--- src/rtl/hed_pkg.sv ---
// hed_pkg: shared types, character codes, entity table and UTF-8 helpers
// for the HTML entity decoder. No dependencies.
package hed_pkg;

	localparam logic [7:0] CH_AMP  = 8'h26;
	localparam logic [7:0] CH_SEMI = 8'h3B;
	localparam logic [7:0] CH_HASH = 8'h23;
	localparam logic [7:0] CH_X    = 8'h78;

	localparam logic [20:0] MAX_CODE = 21'h1FFFFF;
	localparam int NUM_ENT = 13;

	// scanner modes
	typedef enum logic [2:0] {
		M_PLAIN, M_AMP, M_NAME, M_HASH, M_DEC, M_HEX
	} mode_t;

	// controller states
	typedef enum logic [1:0] {
		ST_IDLE, ST_HEAD, ST_EXTRA, ST_TAIL
	} ctl_state_t;

	// output phase: buffered text before, extra bytes, buffered text after
	typedef enum logic [1:0] {
		PH_HEAD, PH_EXTRA, PH_TAIL
	} phase_t;

	typedef struct packed {
		logic   accept;
		logic   issue;
		phase_t phase;
		logic   last;
	} hed_cmd_t;

	typedef struct packed {
		logic issue_ok;
	} hed_stat_t;

	// named entity table, names right-justified
	localparam logic [47:0] ENT_TEXT [NUM_ENT] = '{
		48'("quot"), 48'("amp"), 48'("apos"), 48'("lt"), 48'("gt"),
		48'("nbsp"), 48'("copy"), 48'("reg"), 48'("trade"),
		48'("hyphen"), 48'("dash"), 48'("ndash"), 48'("mdash")
	};
	localparam logic [2:0] ENT_LEN [NUM_ENT] = '{
		3'd4, 3'd3, 3'd4, 3'd2, 3'd2, 3'd4, 3'd4, 3'd3, 3'd5,
		3'd6, 3'd4, 3'd5, 3'd5
	};
	localparam logic [20:0] ENT_CODE [NUM_ENT] = '{
		21'h22, 21'h26, 21'h27, 21'h3C, 21'h3E, 21'hA0, 21'hA9, 21'hAE,
		21'h2122, 21'h2010, 21'h2010, 21'h2013, 21'h2014
	};

	// character p of entity i (valid when p is below its length)
	function automatic logic [7:0] ent_char(input int i, input logic [2:0] p);
		logic [47:0] t;
		logic [2:0]  sh;
		sh = ENT_LEN[i] - 3'd1 - p;
		t  = ENT_TEXT[i] >> {sh, 3'b000};
		return t[7:0];
	endfunction

	// number of UTF-8 bytes for a code point
	function automatic logic [2:0] utf8_len(input logic [20:0] v);
		if (v <= 21'h7F)
			return 3'd1;
		else if (v <= 21'h7FF)
			return 3'd2;
		else if (v <= 21'hFFFF)
			return 3'd3;
		else
			return 3'd4;
	endfunction

	// byte j of the UTF-8 form of v, which is len bytes long
	function automatic logic [7:0] utf8_byte(input logic [20:0] v,
			input logic [2:0] len, input logic [1:0] j);
		logic [7:0] b;
		b = 8'h00;
		case (len)
			3'd1: b = v[7:0];
			3'd2: begin
				if (j == 2'd0) b = {3'b110, v[10:6]};
				else           b = {2'b10, v[5:0]};
			end
			3'd3: begin
				case (j)
					2'd0:    b = {4'b1110, v[15:12]};
					2'd1:    b = {2'b10, v[11:6]};
					default: b = {2'b10, v[5:0]};
				endcase
			end
			default: begin
				case (j)
					2'd0:    b = {5'b11110, v[20:18]};
					2'd1:    b = {2'b10, v[17:12]};
					2'd2:    b = {2'b10, v[11:6]};
					default: b = {2'b10, v[5:0]};
				endcase
			end
		endcase
		return b;
	endfunction

endpackage

--- src/rtl/hed_in_if.sv ---
// hed_in_if: input text channel, one byte per transaction.
// Depends on nothing.
interface hed_in_if;
	logic       valid;
	logic       ready;
	logic [7:0] in_byte;
	logic       end_of_text;

	modport source (output valid, output in_byte, output end_of_text, input ready);
	modport sink   (input valid, input in_byte, input end_of_text, output ready);
endinterface

--- src/rtl/hed_out_if.sv ---
// hed_out_if: result channel, one output byte per transaction.
// Depends on nothing.
interface hed_out_if;
	logic       valid;
	logic       ready;
	logic [7:0] out_byte;
	logic       is_decoded;
	logic       last_of_run;

	modport source (output valid, output out_byte, output is_decoded,
		output last_of_run, input ready);
	modport sink   (input valid, input out_byte, input is_decoded,
		input last_of_run, output ready);
endinterface

--- src/rtl/hed_ctrl.sv ---
// hed_ctrl: controller of the entity decoder; sequences the output bytes
// of one transaction in three phases. Depends on hed_pkg.
module hed_ctrl #(
	parameter int CNT_W = 5
) (
	input  logic                clk,
	input  logic                arst_n,
	input  logic                in_valid,
	output logic                in_ready,
	input  hed_pkg::hed_stat_t  stat,
	input  logic [CNT_W-1:0]    f_cnt,
	input  logic [2:0]          k_cnt,
	input  logic [CNT_W-1:0]    g_cnt,
	output hed_pkg::hed_cmd_t   cmd,
	output logic [CNT_W-1:0]    idx
);
	import hed_pkg::*;

	ctl_state_t       state_q, state_d;
	logic [CNT_W-1:0] idx_q, idx_d;
	logic [CNT_W-1:0] cnt;
	logic             later_zero;
	ctl_state_t       nxt;

	// state and index registers
	always_ff @(posedge clk or negedge arst_n) begin
		if (!arst_n) begin
			state_q <= ST_IDLE;
			idx_q   <= '0;
		end else begin
			state_q <= state_d;
			idx_q   <= idx_d;
		end
	end

	// next state and commands
	always_comb begin
		state_d    = state_q;
		idx_d      = idx_q;
		in_ready   = 1'b0;
		cmd        = '0;
		cmd.phase  = PH_HEAD;
		cnt        = f_cnt;
		later_zero = (k_cnt == 3'd0) && (g_cnt == '0);
		nxt        = ST_EXTRA;
		case (state_q)
			ST_IDLE: begin
				in_ready = 1'b1;
				if (in_valid) begin
					cmd.accept = 1'b1;
					state_d    = ST_HEAD;
					idx_d      = '0;
				end
			end
			ST_HEAD: begin
				cmd.phase = PH_HEAD;
			end
			ST_EXTRA: begin
				cmd.phase  = PH_EXTRA;
				cnt        = CNT_W'(k_cnt);
				later_zero = (g_cnt == '0);
				nxt        = ST_TAIL;
			end
			ST_TAIL: begin
				cmd.phase  = PH_TAIL;
				cnt        = g_cnt;
				later_zero = 1'b1;
				nxt        = ST_IDLE;
			end
			default: begin
				state_d = ST_IDLE;
			end
		endcase
		// byte issue within a phase
		if (state_q != ST_IDLE) begin
			if (idx_q == cnt) begin
				state_d = nxt;
				idx_d   = '0;
			end else if (stat.issue_ok) begin
				cmd.issue = 1'b1;
				cmd.last  = (idx_q + 1'b1 == cnt) && later_zero;
				if (idx_q + 1'b1 == cnt) begin
					state_d = nxt;
					idx_d   = '0;
				end else begin
					idx_d = idx_q + 1'b1;
				end
			end
		end
	end

	assign idx = idx_q;

endmodule

--- src/rtl/hed_dp.sv ---
// hed_dp: datapath of the entity decoder: scanner state, pending buffer,
// value accumulator, name matcher and the output stages. Depends on hed_pkg.
module hed_dp #(
	parameter int MAX_NAME = 16,
	parameter int PEND     = 19,
	parameter int CNT_W    = 5,
	parameter int IDX_W    = 5
) (
	input  logic                clk,
	input  logic                arst_n,
	input  hed_pkg::hed_cmd_t   cmd,
	input  logic [CNT_W-1:0]    idx,
	input  logic [7:0]          in_byte,
	input  logic                end_of_text,
	output hed_pkg::hed_stat_t  stat,
	output logic [CNT_W-1:0]    f_cnt,
	output logic [2:0]          k_cnt,
	output logic [CNT_W-1:0]    g_cnt,
	input  logic                out_ready,
	output logic                out_valid,
	output logic [7:0]          out_byte,
	output logic                is_decoded,
	output logic                last_of_run
);
	import hed_pkg::*;

	// scanner state
	mode_t            mode_q;
	logic [CNT_W-1:0] cnt_q;
	logic [20:0]      code_q;
	logic             ovf_q;
	logic [NUM_ENT-1:0] match_q;
	logic [7:0]       pend_mem [PEND];

	// per transaction plan
	logic [7:0]       raw_q;
	logic [CNT_W-1:0] f_q, g_q;
	logic [2:0]       k_q;
	logic             utf_q;
	logic [20:0]      val_q;

	// next values
	mode_t            n_mode;
	logic [CNT_W-1:0] n_cnt, f_d, g_d;
	logic [2:0]       k_d;
	logic [20:0]      n_code, val_d;
	logic             n_ovf, utf_d, push, set_match, upd_match;
	logic [7:0]       raw_d;

	// character classes and digit value
	logic             is_dig, is_hex, is_aln;
	logic [3:0]       dv;
	logic [24:0]      nv;
	logic             base16, add_dig;
	logic [CNT_W-1:0] pos;
	logic [NUM_ENT-1:0] nm;
	logic             found;
	logic [20:0]      found_code;

	always_comb begin
		is_dig = (in_byte >= "0") && (in_byte <= "9");
		is_hex = is_dig || ((in_byte >= "a") && (in_byte <= "f")) ||
			((in_byte >= "A") && (in_byte <= "F"));
		is_aln = is_dig || ((in_byte >= "a") && (in_byte <= "z")) ||
			((in_byte >= "A") && (in_byte <= "Z"));
		if (is_dig)
			dv = 4'(in_byte - "0");
		else if (in_byte >= "a")
			dv = 4'(in_byte - "a" + 8'd10);
		else
			dv = 4'(in_byte - "A" + 8'd10);
	end

	// name matcher: prefix match per table entry, exact match on ';'
	assign pos = cnt_q - 1'b1;
	always_comb begin
		found      = 1'b0;
		found_code = '0;
		for (int i = 0; i < NUM_ENT; i++) begin
			nm[i] = match_q[i] && (pos < CNT_W'(ENT_LEN[i])) &&
				(ent_char(i, pos[2:0]) == in_byte);
			if (match_q[i] && (pos == CNT_W'(ENT_LEN[i]))) begin
				found      = 1'b1;
				found_code = found_code | ENT_CODE[i];
			end
		end
	end

	// digit accumulation
	assign base16 = (mode_q == M_HEX);
	assign nv = base16 ? {code_q, 4'b0000} + 25'(dv)
		: {1'b0, code_q, 3'b000} + {3'b000, code_q, 1'b0} + 25'(dv);

	// decision for one input byte
	always_comb begin
		n_mode    = mode_q;
		n_cnt     = cnt_q;
		n_code    = code_q;
		n_ovf     = ovf_q;
		push      = 1'b0;
		set_match = 1'b0;
		upd_match = 1'b0;
		f_d       = '0;
		k_d       = 3'd0;
		raw_d     = in_byte;
		utf_d     = 1'b0;
		val_d     = '0;
		add_dig   = 1'b0;
		case (mode_q)
			M_AMP, M_NAME: begin
				if (mode_q == M_AMP && in_byte == CH_HASH) begin
					push   = 1'b1;
					n_mode = M_HASH;
					n_code = '0;
					n_ovf  = 1'b0;
				end else if (is_aln) begin
					if (cnt_q >= CNT_W'(MAX_NAME + 1)) begin
						f_d = cnt_q; k_d = 3'd1;
						n_cnt = '0; n_mode = M_PLAIN;
					end else begin
						push = 1'b1; upd_match = 1'b1; n_mode = M_NAME;
					end
				end else if (in_byte == CH_SEMI) begin
					n_cnt = '0; n_mode = M_PLAIN;
					if (found) begin
						utf_d = 1'b1; val_d = found_code;
						k_d = utf8_len(found_code);
					end else begin
						f_d = cnt_q; k_d = 3'd1;
					end
				end else begin
					f_d = cnt_q;
					if (in_byte == CH_AMP) begin
						n_cnt = CNT_W'(1); n_mode = M_AMP; set_match = 1'b1;
					end else begin
						k_d = 3'd1; n_cnt = '0; n_mode = M_PLAIN;
					end
				end
			end
			M_HASH, M_DEC, M_HEX: begin
				if (mode_q == M_HASH && in_byte == CH_X) begin
					push   = 1'b1;
					n_mode = M_HEX;
				end else if ((mode_q != M_HEX && is_dig) ||
						(mode_q == M_HEX && is_hex)) begin
					if (cnt_q >= CNT_W'(MAX_NAME + 2) + CNT_W'(base16)) begin
						f_d = cnt_q; k_d = 3'd1;
						n_cnt = '0; n_mode = M_PLAIN;
					end else begin
						push = 1'b1; add_dig = 1'b1;
						n_mode = base16 ? M_HEX : M_DEC;
					end
				end else if (in_byte == CH_SEMI) begin
					n_cnt = '0; n_mode = M_PLAIN;
					if (!ovf_q && code_q != '0) begin
						utf_d = 1'b1; val_d = code_q;
						k_d = utf8_len(code_q);
					end else begin
						f_d = cnt_q; k_d = 3'd1;
					end
				end else begin
					f_d = cnt_q;
					if (in_byte == CH_AMP) begin
						n_cnt = CNT_W'(1); n_mode = M_AMP; set_match = 1'b1;
					end else begin
						k_d = 3'd1; n_cnt = '0; n_mode = M_PLAIN;
					end
				end
			end
			default: begin
				n_mode = M_PLAIN;
				if (in_byte == CH_AMP) begin
					n_cnt = CNT_W'(1); n_mode = M_AMP; set_match = 1'b1;
				end else begin
					k_d = 3'd1;
				end
			end
		endcase
		if (push)
			n_cnt = cnt_q + 1'b1;
		if (add_dig && !ovf_q) begin
			if (nv > 25'(MAX_CODE))
				n_ovf = 1'b1;
			else
				n_code = nv[20:0];
		end
		// end of text flushes whatever is left
		g_d = '0;
		if (end_of_text) begin
			g_d    = n_cnt;
			n_cnt  = '0;
			n_mode = M_PLAIN;
		end
	end

	// scanner and plan registers
	always_ff @(posedge clk or negedge arst_n) begin
		if (!arst_n) begin
			mode_q  <= M_PLAIN;
			cnt_q   <= '0;
			code_q  <= '0;
			ovf_q   <= 1'b0;
			match_q <= '0;
			f_q     <= '0;
			k_q     <= 3'd0;
			g_q     <= '0;
		end else if (cmd.accept) begin
			mode_q <= n_mode;
			cnt_q  <= n_cnt;
			code_q <= n_code;
			ovf_q  <= n_ovf;
			f_q    <= f_d;
			k_q    <= k_d;
			g_q    <= g_d;
			if (set_match)
				match_q <= '1;
			else if (upd_match)
				match_q <= nm;
		end
	end

	always_ff @(posedge clk) begin
		if (cmd.accept) begin
			raw_q <= raw_d;
			utf_q <= utf_d;
			val_q <= val_d;
		end
	end

	assign f_cnt = f_q;
	assign k_cnt = k_q;
	assign g_cnt = g_q;

	// output stage s1 and output register
	logic             valid_s1, amp_s1, mem_s1, dec_s1, last_s1;
	logic [7:0]       rd_s1, ext_s1;
	logic             out_valid_q, dec_q, last_q;
	logic [7:0]       byte_q;
	logic             move;

	assign move = valid_s1 && (!out_valid_q || out_ready);
	assign stat.issue_ok = !valid_s1 || move;

	// pending buffer; entry zero is always '&' and is never stored
	always_ff @(posedge clk) begin
		if (cmd.accept && push)
			pend_mem[cnt_q[IDX_W-1:0]] <= in_byte;
		if (cmd.issue)
			rd_s1 <= pend_mem[idx[IDX_W-1:0]];
	end

	always_ff @(posedge clk) begin
		if (cmd.issue) begin
			mem_s1  <= (cmd.phase != PH_EXTRA);
			amp_s1  <= (idx == '0);
			dec_s1  <= (cmd.phase == PH_EXTRA) && utf_q;
			last_s1 <= cmd.last;
			ext_s1  <= utf_q ? utf8_byte(val_q, k_q, idx[1:0]) : raw_q;
		end
		if (move) begin
			byte_q <= mem_s1 ? (amp_s1 ? CH_AMP : rd_s1) : ext_s1;
			dec_q  <= dec_s1;
			last_q <= last_s1;
		end
	end

	always_ff @(posedge clk or negedge arst_n) begin
		if (!arst_n) begin
			valid_s1    <= 1'b0;
			out_valid_q <= 1'b0;
		end else begin
			if (cmd.issue)
				valid_s1 <= 1'b1;
			else if (move)
				valid_s1 <= 1'b0;
			if (move)
				out_valid_q <= 1'b1;
			else if (out_ready)
				out_valid_q <= 1'b0;
		end
	end

	assign out_valid   = out_valid_q;
	assign out_byte    = byte_q;
	assign is_decoded  = dec_q;
	assign last_of_run = last_q;

endmodule

--- src/rtl/html_entity_decoder.sv ---
// HTML entity decoder with UTF-8 output. One text byte is taken per input
// transaction when the block is idle; its result bytes then leave one per
// cycle within an output phase, unless the output stalls, through a read
// stage and an output register. Each of the three output phases (buffered
// text flushed, plain or UTF-8 bytes, end-of-text flush) passes through its
// controller state even when it is empty, and no new byte is taken before
// all result bytes of the last one are issued. The sequencing controller
// and the single-port pending buffer enforce this one-byte-at-a-time flow.
// Depends on hed_pkg, hed_in_if, hed_out_if, hed_ctrl, hed_dp.
module html_entity_decoder #(
	parameter int MAX_NAME = 16
) (
	input logic       clk,
	input logic       arst_n,
	hed_in_if.sink    text,
	hed_out_if.source result
);
	import hed_pkg::*;

	localparam int PEND  = MAX_NAME + 3;
	localparam int CNT_W = $clog2(PEND + 1);
	localparam int IDX_W = $clog2(PEND);

	hed_cmd_t         cmd;
	hed_stat_t        stat;
	logic [CNT_W-1:0] idx, f_cnt, g_cnt;
	logic [2:0]       k_cnt;

	hed_ctrl #(.CNT_W(CNT_W)) u_ctrl (
		.clk      (clk),
		.arst_n   (arst_n),
		.in_valid (text.valid),
		.in_ready (text.ready),
		.stat     (stat),
		.f_cnt    (f_cnt),
		.k_cnt    (k_cnt),
		.g_cnt    (g_cnt),
		.cmd      (cmd),
		.idx      (idx)
	);

	hed_dp #(
		.MAX_NAME (MAX_NAME),
		.PEND     (PEND),
		.CNT_W    (CNT_W),
		.IDX_W    (IDX_W)
	) u_dp (
		.clk         (clk),
		.arst_n      (arst_n),
		.cmd         (cmd),
		.idx         (idx),
		.in_byte     (text.in_byte),
		.end_of_text (text.end_of_text),
		.stat        (stat),
		.f_cnt       (f_cnt),
		.k_cnt       (k_cnt),
		.g_cnt       (g_cnt),
		.out_ready   (result.ready),
		.out_valid   (result.valid),
		.out_byte    (result.out_byte),
		.is_decoded  (result.is_decoded),
		.last_of_run (result.last_of_run)
	);

	// an accepted byte is worked off before the next one
	a_one_at_a_time: assert property (@(posedge clk) disable iff (!arst_n)
		(text.valid && text.ready) |=> !text.ready)
		else $error("input accepted while previous one in progress");

	// a byte is only issued when the read stage can take it
	a_issue_room: assert property (@(posedge clk) disable iff (!arst_n)
		cmd.issue |-> stat.issue_ok)
		else $error("read stage overrun");

	// acceptance and byte issue never coincide
	a_accept_no_issue: assert property (@(posedge clk) disable iff (!arst_n)
		cmd.accept |-> !cmd.issue)
		else $error("issue during accept");

endmodule
--- src/flat_wrapper.sv ---
// flat-port wrapper written by rule: the top's interface ports become plain ports
module html_entity_decoder_flat import hed_pkg::*;
#(
	parameter int MAX_NAME = 16
)
  (clk, arst_n, text_valid, text_in_byte, text_end_of_text, text_ready, result_valid, result_out_byte, result_is_decoded, result_last_of_run, result_ready);
  hed_in_if text_i ();
  hed_out_if result_i ();
  input logic clk;
  input logic arst_n;
  input wire logic [$bits(text_i.valid)-1:0] text_valid;
  input wire logic [$bits(text_i.in_byte)-1:0] text_in_byte;
  input wire logic [$bits(text_i.end_of_text)-1:0] text_end_of_text;
  output wire logic [$bits(text_i.ready)-1:0] text_ready;
  output wire logic [$bits(result_i.valid)-1:0] result_valid;
  output wire logic [$bits(result_i.out_byte)-1:0] result_out_byte;
  output wire logic [$bits(result_i.is_decoded)-1:0] result_is_decoded;
  output wire logic [$bits(result_i.last_of_run)-1:0] result_last_of_run;
  input wire logic [$bits(result_i.ready)-1:0] result_ready;
  assign text_i.valid = text_valid;
  assign text_i.in_byte = text_in_byte;
  assign text_i.end_of_text = text_end_of_text;
  assign text_ready = text_i.ready;
  assign result_valid = result_i.valid;
  assign result_out_byte = result_i.out_byte;
  assign result_is_decoded = result_i.is_decoded;
  assign result_last_of_run = result_i.last_of_run;
  assign result_i.ready = result_ready;
  html_entity_decoder #(.MAX_NAME(MAX_NAME)) u_core (.clk(clk), .arst_n(arst_n), .text(text_i), .result(result_i));
endmodule
--- config.mk ---
export PLATFORM = sky130hd
export DESIGN_NAME = html_entity_decoder_flat
export DESIGN_NICKNAME = d
export VERILOG_FILES = /design/src/rtl/hed_pkg.sv /design/src/rtl/hed_in_if.sv /design/src/rtl/hed_out_if.sv /design/src/rtl/hed_ctrl.sv /design/src/rtl/hed_dp.sv /design/src/rtl/html_entity_decoder.sv /design/src/flat_wrapper.sv
export SDC_FILE = /design/constraint.sdc
export NUM_CORES = 1
export LEC_CHECK = 0
export BUFFER_PORTS_ARGS = -buffer_cell sky130_fd_sc_hd__buf_2
export CAP_MARGIN = 25
export CORE_AREA = 2 2 188 190
export CTS_BUF_LIST = sky130_fd_sc_hd__clkbuf_4 sky130_fd_sc_hd__clkbuf_8
export CTS_CLUSTER_SIZE = 40
export DETAILED_ROUTE_END_ITERATION = 16
export DIE_AREA = 0 0 190 192
export GPL_ROUTABILITY_DRIVEN = 0
export SYNTH_ARGS = -nofsm -noshare
export SYNTH_HDL_FRONTEND = slang
export SYNTH_HIERARCHICAL = 1
export SYNTH_SLANG_ARGS = --single-unit
--- constraint.sdc ---
create_clock -name clk -period 8.5 [get_ports clk]
set_input_delay 1.7 -clock clk [delete_from_list [all_inputs] [get_ports clk]]
set_output_delay 1.7 -clock clk [all_outputs]
set_load 0.03 [all_outputs]
==> impl_metrics.env <==
export IMPL_die_w_um=190
export IMPL_ant_nets=0
export IMPL_synthArstFlopShare=0.235
export IMPL_power_density_mw_per_mm2=280
export IMPL_yosysUniqueCellTypes=83
export IMPL_ir_drop_mv=0.266
export IMPL_period_share=0.790
export IMPL_status="finished, final reports clean"
export IMPL_cts_repair_resized=0
export IMPL_first_iter_violations=911
export IMPL_drive_above_1_share=0.141
export IMPL_maxCapViolCount=0
export IMPL_cp_max_fo=18
export IMPL_h_tree_depth=2
export IMPL_io_buffer_count=24
export IMPL_critPathCaptureType="flip-flop"
export IMPL_synth_cells=1318
export IMPL_yosys_most_used_dff="edfxtp_1"
export IMPL_synthToLayoutAreaGrowth_pct=9.27
export IMPL_via_count=10900
export IMPL_cp_slowest_cell="and4_1"
export IMPL_use_met2=0.355
export IMPL_worstPathCellList="buf_2 -> inv_2 -> ha_1 -> o21ba_2 -> o211ai_1 -> nand2_1 -> xnor2_1 -> fa_1 -> fa_1 -> a21oi_1 -> o211ai_1 -> a22oi_1 -> o31a_1 -> xnor2_1 -> o31ai_1 -> and4_1 -> buf_12 -> mux2i_1"
export IMPL_synth_edff_count=212
export IMPL_die_area_mm2=0.0365
export IMPL_cts_buffers_inserted=47
export IMPL_rows=68
export IMPL_hold_class="flip-flop to flip-flop"
export IMPL_max_freq_ghz=0.149
export IMPL_rsz0062_at_grt="false"
export IMPL_dp_hpwl_mm=26.5
export IMPL_clkTransAtPathRegs_ns=0.05
export IMPL_wl_per_cell_um=21.5
export IMPL_final_util=0.490
export IMPL_syn_area_mm2=0.0154
export IMPL_critical_path_class="input pin to flip-flop"
export IMPL_grt_max_degree=66
export IMPL_yosys_warnings=6
export IMPL_root_buffer="clkbuf_8"
export IMPL_cts_tree="yes"
export IMPL_final_cell_mix="edfxtp_1 (212), nand2_1 (103), nor2_1 (78)"
export IMPL_cts_sinks=277
export IMPL_yosysTopAreaCellShare=0.414
export IMPL_syn_nets=1398
export IMPL_startpoint_type="input pin"
export IMPL_fin_crit_ns=6.72
export IMPL_fin_setup_tns_ns=0
export IMPL_clock_path_buffers=3
export IMPL_drc_errors=0
export IMPL_ios=25
export IMPL_start_util=0.449
export IMPL_vias_per_cell=5.99
export IMPL_syn_avg_cell_area_um2=11.7
export IMPL_required_ns=8.99
export IMPL_crit_arrival_ns=7.21
export IMPL_finalSetupViolations=0
export IMPL_grt_pass1_vias=10700
export IMPL_use_met3=0.0364
export IMPL_antenna_found_initial=1
export IMPL_yosysTopAreaCell="edfxtp_1"
export IMPL_grt_total_usage=0.219
export IMPL_clk_latency_ns=0.59
export IMPL_wl_mm=39.3
export IMPL_critPathMaxStageDelay_ns=0.61
export IMPL_dieHeight_um=192
export IMPL_hold_viol_final=0
export IMPL_yosysSeqAreaShare=0.520
export IMPL_p_leak_nw=6.27
export IMPL_drv_slew=0
export IMPL_layout_cells_non_filler=1826
export IMPL_dp_cells=1737
export IMPL_worst_pin_slew_ns=0.938
export IMPL_nNetsFinal=1411
export IMPL_ys_ff_latch=277
export IMPL_drtPass1Iterations=6
export IMPL_gr_usage_met1=0.298
export IMPL_cts_hold_buf=0
export IMPL_finClkSkew_ns=0.0458
export IMPL_busiest_layer="met2"
export IMPL_grt_pass1_wl_mm=61.6
export IMPL_core_mm2=0.0343
export IMPL_relSlewSlack=0.375
export IMPL_mostFrequentLayoutCell="edfxtp_1"
export IMPL_postCtsSetupRepairBufs=0
export IMPL_ys_top_cells_by_area="edfxtp_1 (41%), dfrtp_1 (11%), mux4_2 (6.3%)"
export IMPL_grt_overflow_total=0
-- metrics by stage --
| step | power [W] | setup WS (ns) | instance area [um^2] | hold slack [ns] |
|---|---|---|---|---|
| after floorplan | 0.00308 | 2.28 | 15400 | 0.400 |
| after global placement | 0.00352 | 1.44 | 15900 | 0.402 |
| after detailed placement | 0.00354 | 1.22 | 15900 | 0.406 |
| after CTS | 0.00473 | 1.83 | 16800 | 0.419 |
| after global routing | 0.00498 | 1.38 | 16800 | 0.422 |
| final | 0.00470 | 1.78 | 16800 | 0.417 |
-- state kept, by name, indices dropped and copies added, names as in the netlist, 2 cells and up --
register	count
u_core/u_dp/pend_mem	152
u_core/u_dp/code_q	21
u_core/u_dp/val_q	21
u_core/u_dp/match_q	13
u_core/u_dp/ext_s1	8
u_core/u_dp/out_byte	8
u_core/u_dp/raw_q	8
u_core/u_dp/rd_s1	8
u_core/u_ctrl/idx	5
u_core/u_dp/cnt_q	5
u_core/u_dp/f_cnt	5
u_core/u_dp/g_cnt	5
u_core/u_dp/k_cnt	3
u_core/u_dp/mode_q	3
u_core/u_ctrl/state_q	2
-- layer usage --
layer / routed length [um] / vias up
li1: - / 5075
met1: 17000 / 5398
met2: 18500 / 384
met3: 2440 / 74
met4: 1350 / 0
met5: 0 / -
-- path summary, 6_finish.rpt --
check	start	cells after the start	end	slack, ns
worst max-delay path	text_in_byte[0]	18	u_core/u_dp/code_q[4]	1.78
worst min-delay path	u_core/u_dp/last_s1	0	u_core/u_dp/last_of_run	0.42
worst max register to register	u_core/u_dp/cnt_q[0]	10	u_core/u_dp/match_q[8]	4.00
worst min register to register	u_core/u_dp/last_s1	0	u_core/u_dp/last_of_run	0.42
max in group asynchronous	arst_n	2	u_core/u_ctrl/idx[0]	6.47
min in group asynchronous	arst_n	2	u_core/u_dp/code_q[12]	1.32
-- kinds of logic (layout without fill, tap and decap cells) --
kind of cell	after synthesis	count (layout)	synth area share
compound gates	294	294	0.126
xor+xnor	57	57	0.0325
fa+ha+maj	67	67	0.0555
buf+inv	129	181	0.0353
flops	277	277	0.520
mux	104	104	0.104
other cells	0	1	0
simple gates	390	390	0.128
-- cell type report --
type                       count  area (um^2)
sequential                   277         8000
multi-input combinational    912         6850
clock inverter                24          161
antenna                        1         2.50
fill                        3017        17500
inverter                      55          206
timing repair buffer          38          238
tap                          455          569
clock buffer                  64          781
-- where the power goes --
group	internal, W	leakage, nW	switching [W]
logic	0.000662	2.99	0.000982
clock network	0.000635	0.493	0.000541
registers	0.00167	2.79	0.000212
total	0.00297	6.27	0.00174
-- Yosys cell counts, types with 6 or more instances --
cell and n:
edfxtp_1 212, nand2_1 103, nor2_1 78, o21ai_0 70, dfrtp_1 65, ha_1 65
a21oi_1 63, clkbuf_1 52, mux2i_1 47, inv_1 46, xnor2_1 45, and3_1 44
mux4_2 43, nand3_1 42, nor3_1 32, o21ai_1 17, a211oi_1 15, nand2b_1 15
nand4_1 15, o211ai_1 13, a31oi_1 12, xor2_1 12, nor2b_1 11, buf_1 9
buf_2 9, inv_2 9, mux2_2 9, and4_1 8, nor4_1 8, a22oi_1 7
o21a_1 7, o221ai_1 7, a221o_1 6, a221oi_1 6, and2_1 6, o21bai_1 6
o32ai_1 6
-- critical path, delay by kind of cell --
family	cells	cell delay, ns
and+or+nand+nor	2	0.75
buffers and inverters	3	0.74
adders and majority gates	3	1.28
AOI/OAI and AO/OA	7	2.15
muxes	1	0.20
xor gates and xnor gates	2	0.35
Note: power is estimated with default switching activity, not from simulation.
